$ cat config.mk
export PLATFORM = sky130hd
export DESIGN_NAME = c_subset_tokenizer_core_flat
export DESIGN_NICKNAME = d
export VERILOG_FILES = /design/src/design/cst_pkg.sv /design/src/design/cst_if.sv /design/src/design/c_subset_tokenizer_core.sv /design/src/design/cst_step.sv /design/src/design/cst_res_fifo.sv /design/src/flat_wrapper.sv
export SDC_FILE = /design/constraint.sdc
export NUM_CORES = 1
export LEC_CHECK = 0
export BUFFER_PORTS_ARGS = -buffer_cell sky130_fd_sc_hd__buf_2
export CAP_MARGIN = 20
export CORE_ASPECT_RATIO = 1.5
export CORE_MARGIN = 1
export CORE_UTILIZATION = 63
export DETAILED_ROUTE_END_ITERATION = 10
export PLACE_DENSITY = 0.85
export SLEW_MARGIN = 25
export SYNTH_ARGS = -nofsm -noshare
export SYNTH_HDL_FRONTEND = slang
export SYNTH_SLANG_ARGS = --single-unit
$ cat constraint.sdc
create_clock -name clk_i -period 7.3 [get_ports clk_i]
set_input_delay 1.095 -clock clk_i [delete_from_list [all_inputs] [get_ports clk_i]]
set_output_delay 1.095 -clock clk_i [all_outputs]
set_load 0.005 [all_outputs]
$ cat src/design/cst_pkg.sv
// shared types, constants and helper functions for the c subset tokenizer
// no dependencies; all design files but cst_if refer to this package by scoped names
package cst_pkg;

  // result queue sizing, depth is a power of two
  localparam int unsigned ResDepth = 4;
  localparam int unsigned ResPtrW  = $clog2(ResDepth);
  localparam int unsigned ResCntW  = $clog2(ResDepth + 1);

  // token kinds
  localparam logic [3:0] TokInt    = 4'd0;
  localparam logic [3:0] TokReturn = 4'd1;
  localparam logic [3:0] TokVoid   = 4'd2;
  localparam logic [3:0] TokIdent  = 4'd3;
  localparam logic [3:0] TokLit    = 4'd4;
  localparam logic [3:0] TokLParen = 4'd5;
  localparam logic [3:0] TokRParen = 4'd6;
  localparam logic [3:0] TokLCurly = 4'd7;
  localparam logic [3:0] TokRCurly = 4'd8;
  localparam logic [3:0] TokSemi   = 4'd9;
  localparam logic [3:0] TokMinus  = 4'd10;
  localparam logic [3:0] TokEof    = 4'd11;
  localparam logic [3:0] TokError  = 4'd12;

  // error codes
  localparam logic [1:0] ErrNone    = 2'd0;
  localparam logic [1:0] ErrPunct   = 2'd1;
  localparam logic [1:0] ErrUnknown = 2'd2;

  localparam logic [15:0] Max16 = 16'hFFFF;

  typedef struct packed {
    logic [3:0]         kind;
    logic [1:0]         err;
    logic [15:0]        line;
    logic [15:0]        column;
    logic [15:0]        length;
    logic signed [63:0] value;
    logic               last;
  } res_t;

  // zero, one or two results from one processed byte
  typedef struct packed {
    logic [1:0] count;
    res_t       first;
    res_t       second;
  } push_t;

  function automatic logic [15:0] sat_inc16(input logic [15:0] v);
    return (v == Max16) ? Max16 : v + 16'd1;
  endfunction

  function automatic logic is_alpha(input logic [7:0] c);
    return (c >= 8'h61 && c <= 8'h7A) || (c >= 8'h41 && c <= 8'h5A);
  endfunction

  function automatic logic is_digit(input logic [7:0] c);
    return c >= 8'h30 && c <= 8'h39;
  endfunction

  function automatic logic is_punct(input logic [7:0] c);
    return (c >= 8'd33 && c <= 8'd47) || (c >= 8'd58 && c <= 8'd64) ||
           (c >= 8'd91 && c <= 8'd96) || (c >= 8'd123 && c <= 8'd126);
  endfunction

  // keyword lengths: int, return, void
  function automatic logic [2:0] kw_len(input logic [1:0] idx);
    logic [2:0] len;
    unique case (idx)
      2'd0:    len = 3'd3;
      2'd1:    len = 3'd6;
      2'd2:    len = 3'd4;
      default: len = 3'd0;
    endcase
    return len;
  endfunction

  // keyword text by position
  function automatic logic [7:0] kw_char(input logic [1:0] idx, input logic [2:0] pos);
    logic [7:0] ch;
    ch = 8'h00;
    unique case (idx)
      2'd0: begin
        unique case (pos)
          3'd0:    ch = "i";
          3'd1:    ch = "n";
          3'd2:    ch = "t";
          default: ch = 8'h00;
        endcase
      end
      2'd1: begin
        unique case (pos)
          3'd0:    ch = "r";
          3'd1:    ch = "e";
          3'd2:    ch = "t";
          3'd3:    ch = "u";
          3'd4:    ch = "r";
          3'd5:    ch = "n";
          default: ch = 8'h00;
        endcase
      end
      2'd2: begin
        unique case (pos)
          3'd0:    ch = "v";
          3'd1:    ch = "o";
          3'd2:    ch = "i";
          3'd3:    ch = "d";
          default: ch = 8'h00;
        endcase
      end
      default: ch = 8'h00;
    endcase
    return ch;
  endfunction

  // drop keywords that no longer match at this position
  function automatic logic [2:0] kw_update(input logic [2:0] cands, input logic [15:0] run,
                                           input logic [7:0] c);
    logic [2:0] res;
    res = cands;
    for (int i = 0; i < 3; i++) begin
      if (run >= {13'd0, kw_len(2'(i))} || kw_char(2'(i), run[2:0]) != c) begin
        res[i] = 1'b0;
      end
    end
    return res;
  endfunction

endpackage

$ cat src/design/cst_if.sv
// handshake channels of the c subset tokenizer: source bytes in, tokens out
// depends on nothing but the port widths of the field list
interface cst_in_if;
  logic       valid;
  logic       ready;
  logic [7:0] char_code;
  logic       end_of_source;

  modport source (output valid, output char_code, output end_of_source, input ready);
  modport sink (input valid, input char_code, input end_of_source, output ready);
endinterface

interface cst_out_if;
  logic               valid;
  logic               ready;
  logic [3:0]         token_kind;
  logic [1:0]         error_code;
  logic [15:0]        token_line;
  logic [15:0]        token_column;
  logic [15:0]        token_length;
  logic signed [63:0] literal_value;
  logic               last_of_item;

  modport source (output valid, output token_kind, output error_code, output token_line,
                  output token_column, output token_length, output literal_value,
                  output last_of_item, input ready);
  modport sink (input valid, input token_kind, input error_code, input token_line,
                input token_column, input token_length, input literal_value,
                input last_of_item, output ready);
endinterface

$ cat src/design/c_subset_tokenizer_core.sv
// top level of the c subset tokenizer: input register, scanner, result queue
// depends on cst_pkg, cst_if, cst_step and cst_res_fifo
//
//  channel  dir  payload                                       transfer when
//  src_i    in   char_code, end_of_source                      valid && ready
//  res_o    out  token_kind, error_code, token_line/column/     valid && ready
//                length, literal_value, last_of_item
//
// one byte is taken per cycle unless the input register holds; it is scanned from
// the input register and its tokens reach res_o through the result queue
// a byte that closes a token and makes one of its own yields two tokens, which
// leave one at a time; the one-per-cycle drain while res_o is ready sets the rate
// the input register holds while the queue has fewer than two free entries
// reset puts the scanner at line 1, column 1 between tokens and empties the queue
module c_subset_tokenizer_core (
  input  logic      clk_i,
  input  logic      rst_ni,
  cst_in_if.sink    src_i,
  cst_out_if.source res_o
);

  logic                         in_v_q;
  logic [7:0]                   char_q;
  logic                         eos_q;
  logic                         step_en;
  logic                         pop;
  logic [cst_pkg::ResCntW-1:0]  res_count;
  cst_pkg::push_t               push;
  cst_pkg::res_t                head;

  // scan the held byte once the queue can take two tokens
  assign step_en     = in_v_q &&
                       (res_count <= cst_pkg::ResCntW'(cst_pkg::ResDepth - 2));
  assign src_i.ready = !in_v_q || step_en;

  // input register
  always_ff @(posedge clk_i or negedge rst_ni) begin
    if (!rst_ni) begin
      in_v_q <= 1'b0;
    end else if (src_i.ready) begin
      in_v_q <= src_i.valid;
    end
  end

  always_ff @(posedge clk_i) begin
    if (src_i.valid && src_i.ready) begin
      char_q <= src_i.char_code;
      eos_q  <= src_i.end_of_source;
    end
  end

  cst_step u_step (
    .clk_i           (clk_i),
    .rst_ni          (rst_ni),
    .step_en_i       (step_en),
    .char_code_i     (char_q),
    .end_of_source_i (eos_q),
    .push_o          (push)
  );

  cst_res_fifo u_res_fifo (
    .clk_i   (clk_i),
    .rst_ni  (rst_ni),
    .push_i  (push),
    .pop_i   (pop),
    .count_o (res_count),
    .head_o  (head)
  );

  // output transfer from the head of the queue
  assign res_o.valid         = (res_count != '0);
  assign pop                 = res_o.valid && res_o.ready;
  assign res_o.token_kind    = head.kind;
  assign res_o.error_code    = head.err;
  assign res_o.token_line    = head.line;
  assign res_o.token_column  = head.column;
  assign res_o.token_length  = head.length;
  assign res_o.literal_value = head.value;
  assign res_o.last_of_item  = head.last;

endmodule

$ cat src/design/cst_step.sv
// scanner state and the per-byte token logic of the c subset tokenizer
// depends on cst_pkg for token codes, result types and character helpers
module cst_step (
  input  logic            clk_i,
  input  logic            rst_ni,
  input  logic            step_en_i,
  input  logic [7:0]      char_code_i,
  input  logic            end_of_source_i,
  output cst_pkg::push_t  push_o
);

  localparam logic [2:0] ModeIdle   = 3'd0;
  localparam logic [2:0] ModeIdent  = 3'd1;
  localparam logic [2:0] ModeNumber = 3'd2;
  localparam logic [2:0] ModeMinus  = 3'd3;
  localparam logic [2:0] ModeHalt   = 3'd4;
  localparam logic [2:0] ModeDone   = 3'd5;

  logic [2:0]  mode_q, mode_d;
  logic [15:0] line_q, line_d;
  logic [15:0] col_q, col_d;
  logic [15:0] start_q, start_d;
  logic [15:0] run_q, run_d;
  logic [2:0]  cands_q, cands_d;
  logic [63:0] mag_q, mag_d;
  logic        neg_q, neg_d;
  logic        ovf_q, ovf_d;

  logic               fin;
  logic               ident_ch;
  logic [3:0]         digit;
  logic [67:0]        mac;
  logic               do_flush;
  logic               fl_v;
  logic               sec_v;
  cst_pkg::res_t      fl;
  cst_pkg::res_t      sec;
  logic [3:0]         ident_kind;
  logic signed [63:0] lit_value;

  assign fin      = end_of_source_i || (char_code_i == 8'd0);
  assign ident_ch = cst_pkg::is_alpha(char_code_i) || cst_pkg::is_digit(char_code_i) ||
                    (char_code_i == "_");
  assign digit    = char_code_i[3:0];

  // magnitude times ten plus digit, carry above bit 63 means overflow
  assign mac = ({4'd0, mag_q} << 3) + ({4'd0, mag_q} << 1) + {64'd0, digit};

  // identifier or keyword kind of a pending run
  always_comb begin
    ident_kind = cst_pkg::TokIdent;
    for (int i = 2; i >= 0; i--) begin
      if (cands_q[i] && run_q == {13'd0, cst_pkg::kw_len(2'(i))}) begin
        ident_kind = 4'(i);
      end
    end
  end

  // saturated literal value of a pending number
  always_comb begin
    if (neg_q) begin
      lit_value = (ovf_q || mag_q > 64'h8000_0000_0000_0000) ?
                  64'sh8000_0000_0000_0000 : $signed(64'd0 - mag_q);
    end else begin
      lit_value = (ovf_q || mag_q[63]) ? 64'sh7FFF_FFFF_FFFF_FFFF : $signed(mag_q);
    end
  end

  // pending token, emitted when the run ends
  always_comb begin
    fl        = '0;
    fl.line   = line_q;
    fl.column = start_q;
    fl.length = run_q;
    fl.err    = cst_pkg::ErrNone;
    fl.kind   = cst_pkg::TokIdent;
    unique case (mode_q)
      ModeIdent:  fl.kind = ident_kind;
      ModeNumber: begin
        fl.kind  = cst_pkg::TokLit;
        fl.value = lit_value;
      end
      ModeMinus:  begin
        fl.kind   = cst_pkg::TokMinus;
        fl.length = 16'd1;
      end
      default:    fl.kind = cst_pkg::TokIdent;
    endcase
  end

  // next state and the result that the byte itself makes
  always_comb begin
    mode_d   = mode_q;
    line_d   = line_q;
    col_d    = col_q;
    start_d  = start_q;
    run_d    = run_q;
    cands_d  = cands_q;
    mag_d    = mag_q;
    neg_d    = neg_q;
    ovf_d    = ovf_q;
    do_flush = 1'b0;
    sec_v    = 1'b0;
    sec      = '0;
    sec.line   = line_q;
    sec.column = col_q;
    sec.length = 16'd1;
    sec.err    = cst_pkg::ErrNone;
    sec.kind   = cst_pkg::TokEof;

    if (step_en_i && mode_q != ModeHalt && mode_q != ModeDone) begin
      if (fin) begin
        do_flush   = 1'b1;
        sec_v      = 1'b1;
        sec.kind   = cst_pkg::TokEof;
        sec.length = 16'd0;
        mode_d     = ModeDone;
      end else if (mode_q == ModeIdent && ident_ch) begin
        cands_d = cst_pkg::kw_update(cands_q, run_q, char_code_i);
        run_d   = cst_pkg::sat_inc16(run_q);
        col_d   = cst_pkg::sat_inc16(col_q);
      end else if ((mode_q == ModeNumber || mode_q == ModeMinus) &&
                   cst_pkg::is_digit(char_code_i)) begin
        if (mode_q == ModeMinus) begin
          mode_d = ModeNumber;
          neg_d  = 1'b1;
        end
        if (ovf_q || mac[67:64] != 4'd0) begin
          ovf_d = 1'b1;
        end else begin
          mag_d = mac[63:0];
        end
        run_d = cst_pkg::sat_inc16(run_q);
        col_d = cst_pkg::sat_inc16(col_q);
      end else begin
        do_flush = 1'b1;
        mode_d   = ModeIdle;
        if (char_code_i == 8'h20 || char_code_i == 8'h09 || char_code_i == 8'h0B ||
            char_code_i == 8'h0C || char_code_i == 8'h0D) begin
          col_d = cst_pkg::sat_inc16(col_q);
        end else if (char_code_i == 8'h0A) begin
          line_d = cst_pkg::sat_inc16(line_q);
          col_d  = 16'd1;
        end else if (cst_pkg::is_alpha(char_code_i) || char_code_i == "_") begin
          mode_d  = ModeIdent;
          start_d = col_q;
          run_d   = 16'd1;
          cands_d = cst_pkg::kw_update(3'b111, 16'd0, char_code_i);
          mag_d   = 64'd0;
          neg_d   = 1'b0;
          ovf_d   = 1'b0;
          col_d   = cst_pkg::sat_inc16(col_q);
        end else if (cst_pkg::is_digit(char_code_i)) begin
          mode_d  = ModeNumber;
          start_d = col_q;
          run_d   = 16'd1;
          cands_d = 3'b111;
          mag_d   = {60'd0, digit};
          neg_d   = 1'b0;
          ovf_d   = 1'b0;
          col_d   = cst_pkg::sat_inc16(col_q);
        end else if (char_code_i == "-") begin
          mode_d  = ModeMinus;
          start_d = col_q;
          run_d   = 16'd1;
          cands_d = 3'b111;
          mag_d   = 64'd0;
          neg_d   = 1'b0;
          ovf_d   = 1'b0;
          col_d   = cst_pkg::sat_inc16(col_q);
        end else begin
          sec_v = 1'b1;
          case (char_code_i)
            "(":     sec.kind = cst_pkg::TokLParen;
            ")":     sec.kind = cst_pkg::TokRParen;
            "{":     sec.kind = cst_pkg::TokLCurly;
            "}":     sec.kind = cst_pkg::TokRCurly;
            ";":     sec.kind = cst_pkg::TokSemi;
            default: sec.kind = cst_pkg::TokError;
          endcase
          if (sec.kind == cst_pkg::TokError) begin
            sec.err = cst_pkg::is_punct(char_code_i) ? cst_pkg::ErrPunct : cst_pkg::ErrUnknown;
            mode_d  = ModeHalt;
          end else begin
            col_d = cst_pkg::sat_inc16(col_q);
          end
        end
      end
    end
  end

  assign fl_v = do_flush && (mode_q == ModeIdent || mode_q == ModeNumber ||
                             mode_q == ModeMinus);

  // order the results and mark the last one of the byte
  always_comb begin
    push_o.count  = {1'b0, fl_v} + {1'b0, sec_v};
    push_o.second = sec;
    push_o.second.last = 1'b1;
    push_o.first  = fl_v ? fl : sec;
    push_o.first.last = !(fl_v && sec_v);
  end

  // scanner state
  always_ff @(posedge clk_i or negedge rst_ni) begin
    if (!rst_ni) begin
      mode_q  <= ModeIdle;
      line_q  <= 16'd1;
      col_q   <= 16'd1;
      start_q <= 16'd1;
      run_q   <= 16'd0;
      cands_q <= 3'b111;
      mag_q   <= 64'd0;
      neg_q   <= 1'b0;
      ovf_q   <= 1'b0;
    end else begin
      mode_q  <= mode_d;
      line_q  <= line_d;
      col_q   <= col_d;
      start_q <= start_d;
      run_q   <= run_d;
      cands_q <= cands_d;
      mag_q   <= mag_d;
      neg_q   <= neg_d;
      ovf_q   <= ovf_d;
    end
  end

endmodule

$ cat src/design/cst_res_fifo.sv
// small result queue that takes up to two tokens a cycle and hands out one
// depends on cst_pkg for the result types and the queue depth
module cst_res_fifo (
  input  logic                         clk_i,
  input  logic                         rst_ni,
  input  cst_pkg::push_t               push_i,
  input  logic                         pop_i,
  output logic [cst_pkg::ResCntW-1:0]  count_o,
  output cst_pkg::res_t                head_o
);

  cst_pkg::res_t                mem_q [cst_pkg::ResDepth];
  logic [cst_pkg::ResPtrW-1:0]  wr_ptr_q, rd_ptr_q;
  logic [cst_pkg::ResPtrW-1:0]  wr_ptr_nxt;
  logic [cst_pkg::ResCntW-1:0]  count_q;

  assign wr_ptr_nxt = wr_ptr_q + cst_pkg::ResPtrW'(1);
  assign count_o    = count_q;
  assign head_o     = mem_q[rd_ptr_q];

  // storage, one or two entries written per cycle
  always_ff @(posedge clk_i) begin
    if (push_i.count != 2'd0) begin
      mem_q[wr_ptr_q] <= push_i.first;
    end
    if (push_i.count == 2'd2) begin
      mem_q[wr_ptr_nxt] <= push_i.second;
    end
  end

  // pointers and fill count
  always_ff @(posedge clk_i or negedge rst_ni) begin
    if (!rst_ni) begin
      wr_ptr_q <= '0;
      rd_ptr_q <= '0;
      count_q  <= '0;
    end else begin
      wr_ptr_q <= wr_ptr_q + cst_pkg::ResPtrW'(push_i.count);
      if (pop_i) begin
        rd_ptr_q <= rd_ptr_q + cst_pkg::ResPtrW'(1);
      end
      count_q <= count_q + cst_pkg::ResCntW'(push_i.count) - cst_pkg::ResCntW'(pop_i);
    end
  end

endmodule

$ cat src/flat_wrapper.sv
// flat-port wrapper written by rule: the top's interface ports become plain ports
module c_subset_tokenizer_core_flat 
  (clk_i, rst_ni, src_i_valid, src_i_char_code, src_i_end_of_source, src_i_ready, res_o_valid, res_o_token_kind, res_o_error_code, res_o_token_line, res_o_token_column, res_o_token_length, res_o_literal_value, res_o_last_of_item, res_o_ready);
  cst_in_if src_i_i ();
  cst_out_if res_o_i ();
  input  logic clk_i;
  input  logic rst_ni;
  input wire logic [$bits(src_i_i.valid)-1:0] src_i_valid;
  input wire logic [$bits(src_i_i.char_code)-1:0] src_i_char_code;
  input wire logic [$bits(src_i_i.end_of_source)-1:0] src_i_end_of_source;
  output wire logic [$bits(src_i_i.ready)-1:0] src_i_ready;
  output wire logic [$bits(res_o_i.valid)-1:0] res_o_valid;
  output wire logic [$bits(res_o_i.token_kind)-1:0] res_o_token_kind;
  output wire logic [$bits(res_o_i.error_code)-1:0] res_o_error_code;
  output wire logic [$bits(res_o_i.token_line)-1:0] res_o_token_line;
  output wire logic [$bits(res_o_i.token_column)-1:0] res_o_token_column;
  output wire logic [$bits(res_o_i.token_length)-1:0] res_o_token_length;
  output wire logic [$bits(res_o_i.literal_value)-1:0] res_o_literal_value;
  output wire logic [$bits(res_o_i.last_of_item)-1:0] res_o_last_of_item;
  input wire logic [$bits(res_o_i.ready)-1:0] res_o_ready;
  assign src_i_i.valid = src_i_valid;
  assign src_i_i.char_code = src_i_char_code;
  assign src_i_i.end_of_source = src_i_end_of_source;
  assign src_i_ready = src_i_i.ready;
  assign res_o_valid = res_o_i.valid;
  assign res_o_token_kind = res_o_i.token_kind;
  assign res_o_error_code = res_o_i.error_code;
  assign res_o_token_line = res_o_i.token_line;
  assign res_o_token_column = res_o_i.token_column;
  assign res_o_token_length = res_o_i.token_length;
  assign res_o_literal_value = res_o_i.literal_value;
  assign res_o_last_of_item = res_o_i.last_of_item;
  assign res_o_i.ready = res_o_ready;
  c_subset_tokenizer_core u_core (.clk_i(clk_i), .rst_ni(rst_ni), .src_i(src_i_i), .res_o(res_o_i));
endmodule
After elaboration in Yosys (flattened, before gate mapping)
Memories as Yosys holds them, arrays and structs flattened.
Index checks and enable logic that the tools add are counted.
Storage, ports and cells
  memories kept: 1
  register bits: 153
  input port bits: 13
  output and inout bits: 121
  memory bits (writable): 476
  logic and storage cells: 351
Operators by class
  multiplexer cells: 174
  reduce and logical (&&, ||, !) cells: 67
  bitwise gates (word level): 5
  equal/unequal tests: 53
  add/sub/neg operators: 12
  order comparisons: 22
Memory list
  u_core.u_res_fifo.mem_q: depth 4, bits a word 119, read ports 1, clocked after memory_dff 0, wr ports 2, RTL line cst_res_fifo.sv:12  | cst_pkg::res_t mem_q [cst_pkg::ResDepth];
Operators by type and width (number)
  $mux W64: 11
  $mux W16: 22
  $mux W8: 30
  $mux W3: 47
  $mux W119: 1
  $add A67 B65 Y68: 1
  $add A68 B4 Y68: 1
  $gt A64 B64 Y1 const B: 1
  $sub A1 B64 Y64 const A: 1
  $reduce_and A7 Y1: 7
  $add A16 B1 Y16 const B: 3
  $eq A16 B16 Y1 const B: 3
  $ge A16 B3 Y1: 3
  $mux W4: 12
  $mux W6: 8
  $ne A8 B8 Y1: 6
  $eq A8 B4 Y1 const B: 5
  $eq A8 B6 Y1 const B: 5
  $le A8 B7 Y1 const B: 5
  $mux W1: 35
  $pmux W7 S5: 1
  $eq A16 B3 Y1 const B: 2
  $ge A8 B7 Y1 const B: 4
  $pmux W7 S4: 1
  other kinds (39): 118

Longest topological paths before layout
Gate-level depths: netlist of the first run.
  depth in word-level cells: 23
  mapped depth: 17
  mapped depth without buffers: 14

Cells and area by module
A second synthesis of the first run with hierarchy kept.
Unflattened totals
  cell total of the unflattened synthesis: 3242
  area total of the unflattened synthesis: 39004.9 µm²
Modules (own cells, without submodules)
  cst_res_fifo: seq. area each 14468.9 µm², area an instance 23465.0 µm², cells each 1188, instances 1
  cst_step: seq. area each 3410.8 µm², area an instance 15189.6 µm², cells each 2036, instances 1
  c_subset_tokenizer_core: seq. area each 295.3 µm², area an instance 350.3 µm², cells each 18, instances 1

Worst setup path after synthesis of the first run
Ideal clock, no wire load.
  kind: register to register
  start point: register u_core.char_q[4]
  end point: memory u_core.u_res_fifo.mem_q[0][100] (netlist name) (enable)
  path slack: 2.118 ns
  required time: 6.884 ns
  stages on the path, launching flop included: 13
  data arrival time: 4.766 ns
  library setup time: 0.416 ns
  path through: edfxtp_1 -> clkbuf_1 -> or4_1 -> a21oi_1 -> o22ai_1 -> a21o_1 -> a2111o_1 -> clkbuf_1 -> ha_1 -> nor3_1 -> nor2_1 -> inv_1 -> clkbuf_1
RTL lines
  start: declaration: RTL line c_subset_tokenizer_core.sv:23  | logic [7:0] char_q;
  start signal: assignment: RTL line c_subset_tokenizer_core.sv:47  | char_q <= src_i.char_code;
  end: declaration: RTL line cst_res_fifo.sv:12

Worst setup path after layout of the first run
  start point: register u_core.char_q[3]
  end point: register u_core.u_step.mag_q[20]
On the way
  cells in the longest elaborated chain, start to end: 8
  elaborated cells on any way between the ends: 45
RTL lines
  parallel branches: the longest is 8 deep, another holds $add A68 B4 Y68
  end signal: assignment: RTL line cst_step.sv:223  | mag_q <= mag_d;
  end: declaration: RTL line cst_step.sv:25  | logic [63:0] mag_q, mag_d;
Parallel ways; which one is timed is not known. The select of a mux whose other input is x is not followed.
A chain may end at the register's enable or synchronous reset.

==> out/summary.txt, run 1 <==
status: finished, final reports clean
met1 usage: 38.9%
average cell area after synthesis: 10.0 um^2
number of gates resized after cts: 0
drt total wl: 94.8 mm
total grt overflow: 0
Lkg Pwr: 14.8 nW
Yosys cell types: 88
Final min period: 5.87 ns
vias in the first global route: 28100
Clock Pin Slew Worst Setup and Hold Paths: 0.07 ns
post-synthesis mux area share: 10.2%
hold path depth: 2
I/O pins: 134
TNS Setup: 0 ns
Initial Util: 63.9%
Compound-Gate Fraction of Synth Area: 19.0%
Clock Root Buffer: clkbuf_16
max_slew headroom: 28.2%
GPL Wtd Cong: 0.952
Min-Delay Startpoint: u_core.u_res_fifo.mem_q[3][80]$_SDFFE_PP0N_
count leader, synth: nand2_1
Total Nets Final: 3442
mapped cell area: 33000 um^2
grt met2 use: 63.1%
Synth top cells by count: nand2_1, dfxtp_1, o21ai_0, a22o_1, a21oi_1
Max VDD drop: 0.857 mV
Yosys top cell area share: 19.4%
DRC viols: 0
Final Cycle Share: 80.4%
Worst Skew: 0.0195 ns
Hold/Removal Path Class: register to register
crit start category: register
clock latency on the worst-skew pair: 0.61 ns
CP delay by family, top: compound AO/OA/AOI/OAI gates
largest net degree at the start of global routing: 121
H-tree depth: 2
DRT Pass-1 Iters: 8
WS Path Type: register to register
CP Data Required Time: 7.81 ns
Die ar.: 53400 um^2
R2R Path Start: u_core.char_q[3]$_DFFE_PP_
met3 Use GR: 4.85%
FF-to-FF path depth: 14
synth warn: 0
critical path's slowest cell: a2111oi_2
Buf+Inv Stages, Crit Path: 2
crit-path max FO: 60
CTS tree: yes
Via density: 6.96
final setup vio count: 0
share of post-route cells with drive strength above 1: 13.3%
synth top area cells: dfxtp_1, edfxtp_1, dfrtp_1
GR peak layer: met2
Post-synth EDFFs: 165
utilization after layout: 69.5%
Syn Inst Count: 3300
initial drt markers: 2608
port buffer count: 133
post-synthesis simple-gate area fraction: 14.7%
wire length per cell: 23.7 um
Die Span X: 189 um
#FFs+latches synth: 629
largest family of logic cells by synthesized area: compound AO/OA/AOI/OAI gates
reg2reg end: u_core.u_step.mag_q[20]$_DFFE_PN0P_
clock buffer depth: 3
Post-synth ARST share: 22.9%
adder-cell share of the synthesized area: 5.52%
clk sinks: 629
core footprint: 51700 um^2
worst slew pin tran: 1.07 ns
RSZ-0062 raised after global routing: false
Site Rows: 102
Num CTS Buffers: 54
predominant post-synthesis flop cell: dfxtp_1
Die Y: 283 um
Max Slew Vio Count: 0
crit-path cells: inv_1, fa_1, inv_1, fa_1, a211oi_1, o21ai_0, nand2_1, a21oi_1, a221oi_1, a21boi_0, or3_1, a2111oi_2, nand2_8, mux2i_1
Hold EP: u_core.u_res_fifo.mem_q[3][80]$_SDFFE_PP0N_
Power Dens Cells: 247 nW/um^2
post-synthesis xor/xnor area fraction: 2.04%
reg2reg setup slack: 1.43 ns
detailed placer's ending HPWL: 63.3 mm
Area Growth Syn to Fin: 8.74%
filler instances: 3644
initial antenna violation count: 1
Worst Setup End Kind: register
antenna cells: 0
GRT Util Overall: 35.1%
Setup Fix Bufs, Post-CTS: 0
first-pass GRT wire length: 149 mm
Hold Vio Cnt, Final: 0
number of max-cap violations: 0
CP peak stage delay: 0.75 ns
Post-DRT Antenna Nets: 0
Arr. time, crit path: 6.38 ns
CTS Hold Buffers Added: 0
total number of vias: 27900
Fmax achieved: 0.170 GHz
synthesized net count: 3457
sequential-to-total area share from yosys stat: 45.3%
post-synth top area cell: dfxtp_1
==> power by group <==
part	leakage [nW]	total (mW)	internal, mW	switching [mW]
clock network	0.936	3.09	1.71	1.37
registers	6.08	3.90	3.70	0.199
logic	7.81	1.87	0.763	1.11
==> cells in the final DEF (no fill, tap or decap), types with 14 or more instances in the layout <==
master / instances
a21o_1: 28
a21oi_1: 204
a22o_1: 229
a311oi_1: 20
a31oi_1: 35
and2_1: 76
and3_1: 16
buf_2: 132
buf_4: 29
clkbuf_16: 56
dfrtp_1: 135
dfxtp_1: 320
edfxtp_1: 165
ha_1: 141
inv_1: 50
mux2i_1: 63
mux4_2: 119
nand2_1: 455
nand2b_1: 20
nand3_1: 46
nand4_1: 53
nor2_1: 190
nor3_1: 50
nor4_1: 18
o211ai_1: 23
o21ai_0: 253
o21bai_1: 15
o22ai_1: 34
o31ai_1: 14
or3_1: 26
xnor2_1: 46
xor2_1: 31
==> state kept, by name, indices dropped and copies added, names as in the netlist <==
name,cells
u_core.u_res_fifo.mem_q,476
u_core.u_step.mag_q,64
u_core.u_step.col_q,16
u_core.u_step.line_q,16
u_core.u_step.run_q,16
u_core.u_step.start_q,16
u_core.char_q,8
u_core.u_res_fifo.count_o,3
u_core.u_step.cands_q,3
u_core.u_step.mode_q,3
u_core.u_res_fifo.rd_ptr_q,2
u_core.u_res_fifo.wr_ptr_q,2
u_core.eos_q,1
u_core.in_v_q,1
u_core.u_step.neg_q,1
u_core.u_step.ovf_q,1
==> through the flow <==
step	instance area, um^2	setup slack, ns	cells	power [mW]	hold slack (ns)
3_3_place_gp	34000	1.03	3905	5.77	0.428
5_1_grt	35900	1.15	4005	9.13	0.472
2_1_floorplan	33000	2.12	3300	5.23	0.420
4_1_cts	35900	1.09	4005	8.85	0.453
3_5_place_dp	34000	1.15	3905	5.82	0.438
6_report	35900	1.43	4005	8.86	0.454
==> layer usage <==
layer	wire length (um)	part of all wire, %
met5	12	0.013
met4	6070	6.4
met3	7190	7.6
met2	48400	51
met1	33100	35
==> worst max-delay path by stage <==
stage	start	endpoint	slack (ns)	cells past startpoint
after floorplan	u_core.char_q[4]$_DFFE_PP_	u_core.u_res_fifo.mem_q[0][100]$_DFFE_PP_	2.12	12
after global placement	u_core.char_q[3]$_DFFE_PP_	u_core.u_step.mag_q[20]$_DFFE_PN0P_	1.03	14
after detailed placement	u_core.char_q[3]$_DFFE_PP_	u_core.u_step.mag_q[55]$_DFFE_PN0P_	1.15	14
after CTS	u_core.char_q[3]$_DFFE_PP_	u_core.u_step.mag_q[20]$_DFFE_PN0P_	1.09	14
after global routing	u_core.char_q[3]$_DFFE_PP_	u_core.u_step.mag_q[20]$_DFFE_PN0P_	1.15	14
final	u_core.char_q[3]$_DFFE_PP_	u_core.u_step.mag_q[20]$_DFFE_PN0P_	1.43	14
==> logic make-up (layout without fill, tap and decap cells) <==
kind of cell | Yosys count | count (layout)
DFF | 629 | 629
muxes | 186 | 186
adders and majority gates | 144 | 144
and+or+nand+nor | 1032 | 1032
AOI/OAI and AO/OA | 944 | 944
xor gates and xnor gates | 77 | 77
buffers and inverters | 288 | 317
==> worst register-to-register path, stage by stage (launching register included) <==
cell	delay, ns
edfxtp_1	0.69
inv_1	0.16
fa_1	0.51
inv_1	0.07
fa_1	0.49
a211oi_1	0.36
o21ai_0	0.34
nand2_1	0.17
a21oi_1	0.13
a221oi_1	0.56
a21boi_0	0.23
or3_1	0.42
a2111oi_2	0.75
nand2_8	0.51
mux2i_1	0.40
==> final cells by class <==
cell class,count,area (um^2),area share [%]
sequential,629,15000,41.7
inverter,54,213,0.592
clock inverter,27,337,0.937
multi-input combinational,2383,17100,47.5
clock buffer,73,1580,4.38
timing repair buffer,163,910,2.53
tap,676,846,2.35
Power figures use the tool's default switching activity.
==> run 2: changes to the inputs <==
CORE_UTILIZATION = 57   (was 63)
PLACE_DENSITY = 0.81   (was 0.85)
clock period = 5.4 ns   (was 7.3 ns; I/O delays follow)
==> run 2 against run 1 <==
Effect of this change: worst setup slack worse by 0.77 ns; core utilization fell by 6.0 points; fmax grew 24%; critical path depth grew 2; sequential share of layout area down 0.32 points; clock-buffer cell count is 1 lower; wire length shrank 4.5%; critical path type unchanged; critical endpoint is now u_core.u_step.mag_q[25]$_DFFE_PN0P_; largest cell class unchanged; largest power group unchanged.
==> out/summary.txt, run 2 (synthesis results as in run 1) <==
Total Nets Final: 3475 (was 3442)
GPL Wtd Cong: 0.988 (was 0.952)
Max Slew Vio Count: 0 (unchanged)
Die Span X: 199 um (was 189 um)
number of gates resized after cts: 0 (unchanged)
most common cell after layout, fill and taps aside: nand2_1 (unchanged)
TNS Setup: 0 ns (unchanged)
Clock Root Buffer: clkbuf_16 (unchanged)
status: finished, final reports clean (unchanged)
number of flip-flops in the largest register: 476 (unchanged)
Hold/Removal Path Class: primary input to asynchronous set/reset pin (was register to register)
Hold Vio Cnt, Final: 0 (unchanged)
share of post-route cells with drive strength above 1: 14.0% (was 13.3%)
filler instances: 4415 (was 3644)
largest registers: u_core.u_res_fifo.mem_q x476, u_core.u_step.mag_q x64 (unchanged)
Post-Layout Cell Count: 4127 (was 4005)
Die Y: 297 um (was 283 um)
crit start category: register (unchanged)
Worst Setup End Kind: register (unchanged)
worst slew pin tran: 0.943 ns (was 1.07 ns)
detailed placer's ending HPWL: 60.1 mm (was 63.3 mm)
Final min period: 4.74 ns (was 5.87 ns)
initial antenna violation count: 1 (unchanged)
clock latency on the worst-skew pair: 0.62 ns (was 0.61 ns)
WS Path Type: register to register (unchanged)
first-pass GRT wire length: 143 mm (was 149 mm)
Largest Register: u_core.u_res_fifo.mem_q (unchanged)
I/O pins: 134 (unchanged)
Num CTS Buffers: 56 (was 54)
most frequent cells in the layout: nand2_1, dfxtp_1, o21ai_0 (unchanged)
Die ar.: 59000 um^2 (was 53400 um^2)
Via density: 6.53 (was 6.96)
Site Rows: 107 (was 102)
R2R Path Start: u_core.u_step.mag_q[0]$_DFFE_PN0P_ (was u_core.char_q[3]$_DFFE_PP_)
antenna cells: 0 (unchanged)
Setup Fix Bufs, Post-CTS: 0 (unchanged)
total number of vias: 27000 (was 27900)
Area Growth Syn to Fin: 9.57% (was 8.74%)
CTS tree: yes (unchanged)
GRT Util Overall: 30.6% (was 35.1%)
crit path from: u_core.u_step.mag_q[0]$_DFFE_PN0P_ (was u_core.char_q[3]$_DFFE_PP_)
Fmax achieved: 0.211 GHz (was 0.170 GHz)
port buffer count: 133 (unchanged)
DRC viols: 0 (unchanged)
clock buffer depth: 3 (unchanged)
Post-DRT Antenna Nets: 0 (unchanged)
crit-path max FO: 45 (was 60)
clk sinks: 629 (unchanged)
drt total wl: 90.6 mm (was 94.8 mm)
final setup vio count: 0 (unchanged)
Max VDD drop: 0.242 mV (was 0.857 mV)
Clock Pin Slew Worst Setup and Hold Paths: 0.07 ns (about the same)
Lkg Pwr: 15.0 nW (was 14.8 nW)
placed cells: 4023 (was 3905)
max_slew headroom: 36.9% (was 28.2%)
core footprint: 57000 um^2 (was 51700 um^2)
CTS Hold Buffers Added: 0 (unchanged)
wire length per cell: 21.9 um (was 23.7 um)
largest net degree at the start of global routing: 86 (was 121)
number of max-cap violations: 0 (unchanged)
RSZ-0062 raised after global routing: false (unchanged)
total grt overflow: 0 (unchanged)
initial drt markers: 2483 (was 2608)
DRT Pass-1 Iters: 6 (was 8)
Arr. time, crit path: 5.21 ns (was 6.38 ns)
CP Data Required Time: 5.88 ns (was 7.81 ns)
Power Dens Cells: 327 nW/um^2 (was 247 nW/um^2)
H-tree depth: 2 (unchanged)
Final Cycle Share: 87.7% (was 80.4%)
Worst Skew: 0.0187 ns (was 0.0195 ns)
Initial Util: 57.9% (was 63.9%)
vias in the first global route: 26800 (was 28100)
run 2: changes by cell type in the layout (fill, tap and decap cells not counted), sizes merged:
| cell | change |
|---|---|
| clkinvlp | +2 |
| clkinv | +7 |
| clkbuf | -1 |
| bufinv | -3 |
| inv | -1 |
| buf | +31 |
run 2: per-layer routing:
layer	GRT usage (%)	wire length (um)	up-vias
met4	16.4	4950	0
met3	3.76	5800	303
met5	0	0	-
met1	35.4	33100	13100
li1	-	-	12300
met2	54.3	46700	1163
run 2: final timing paths:
path                                                                to  slack (ns)  cells past startpoint
setup / recovery                   u_core.u_step.mag_q[25]$_DFFE_PN0P_        0.66                     16
hold / removal                     u_core.u_step.mag_q[47]$_DFFE_PN0P_        0.12                      1
setup reg to reg                   u_core.u_step.mag_q[25]$_DFFE_PN0P_        0.66                     16
hold reg to reg            u_core.u_res_fifo.mem_q[1][47]$_SDFFE_PP0N_        0.45                      2
max in group asynchronous              u_core.u_step.neg_q$_DFFE_PN0P_        4.11                      2
min in group clk_i                              u_core.eos_q$_DFFE_PP_        0.39                      1
run 2: layout make-up:
type	instances	area (um^2)	area share, %
clock buffer	72	1580	4.35
timing repair buffer	194	1200	3.30
clock inverter	32	253	0.698
inverter	54	203	0.560
tap	763	955	2.64
multi-input combinational	2383	17000	47.1
sequential	629	15000	41.4
run 2: power by group:
group	internal, mW	switching, mW
clock network	2.17	1.83
logic	1.06	1.42
registers	5.00	0.339
run 2: per-stage QoR:
stage | power (mW) | hold slack [ns] | util (%) | instance area (um^2) | setup slack, ns
4_1_cts | 11.9 | 0.117 | 63.5 | 36200 | 0.711
6_report | 11.8 | 0.120 | 63.5 | 36200 | 0.663
2_1_floorplan | 7.07 | 0.420 | - | 33000 | 0.218
5_1_grt | 12.3 | 0.145 | 63.5 | 36200 | 0.227
3_5_place_dp | 7.89 | 0.438 | 60.3 | 34400 | 0.716
3_3_place_gp | 7.84 | 0.429 | 60.3 | 34400 | 0.796
run 2: critical path, stage by stage, from the launching register on:
cell,delay (ns)
dfrtp_1,0.41
inv_1,0.12
fa_1,0.55
inv_1,0.07
fa_1,0.48
a211oi_1,0.32
o21ai_0,0.22
nand2_1,0.11
a21oi_1,0.11
a221oi_1,0.35
a21boi_0,0.16
or3_1,0.36
a2111oi_0,0.42
buf_4,0.21
nand2_4,0.18
buf_12,0.32
mux2i_1,0.16
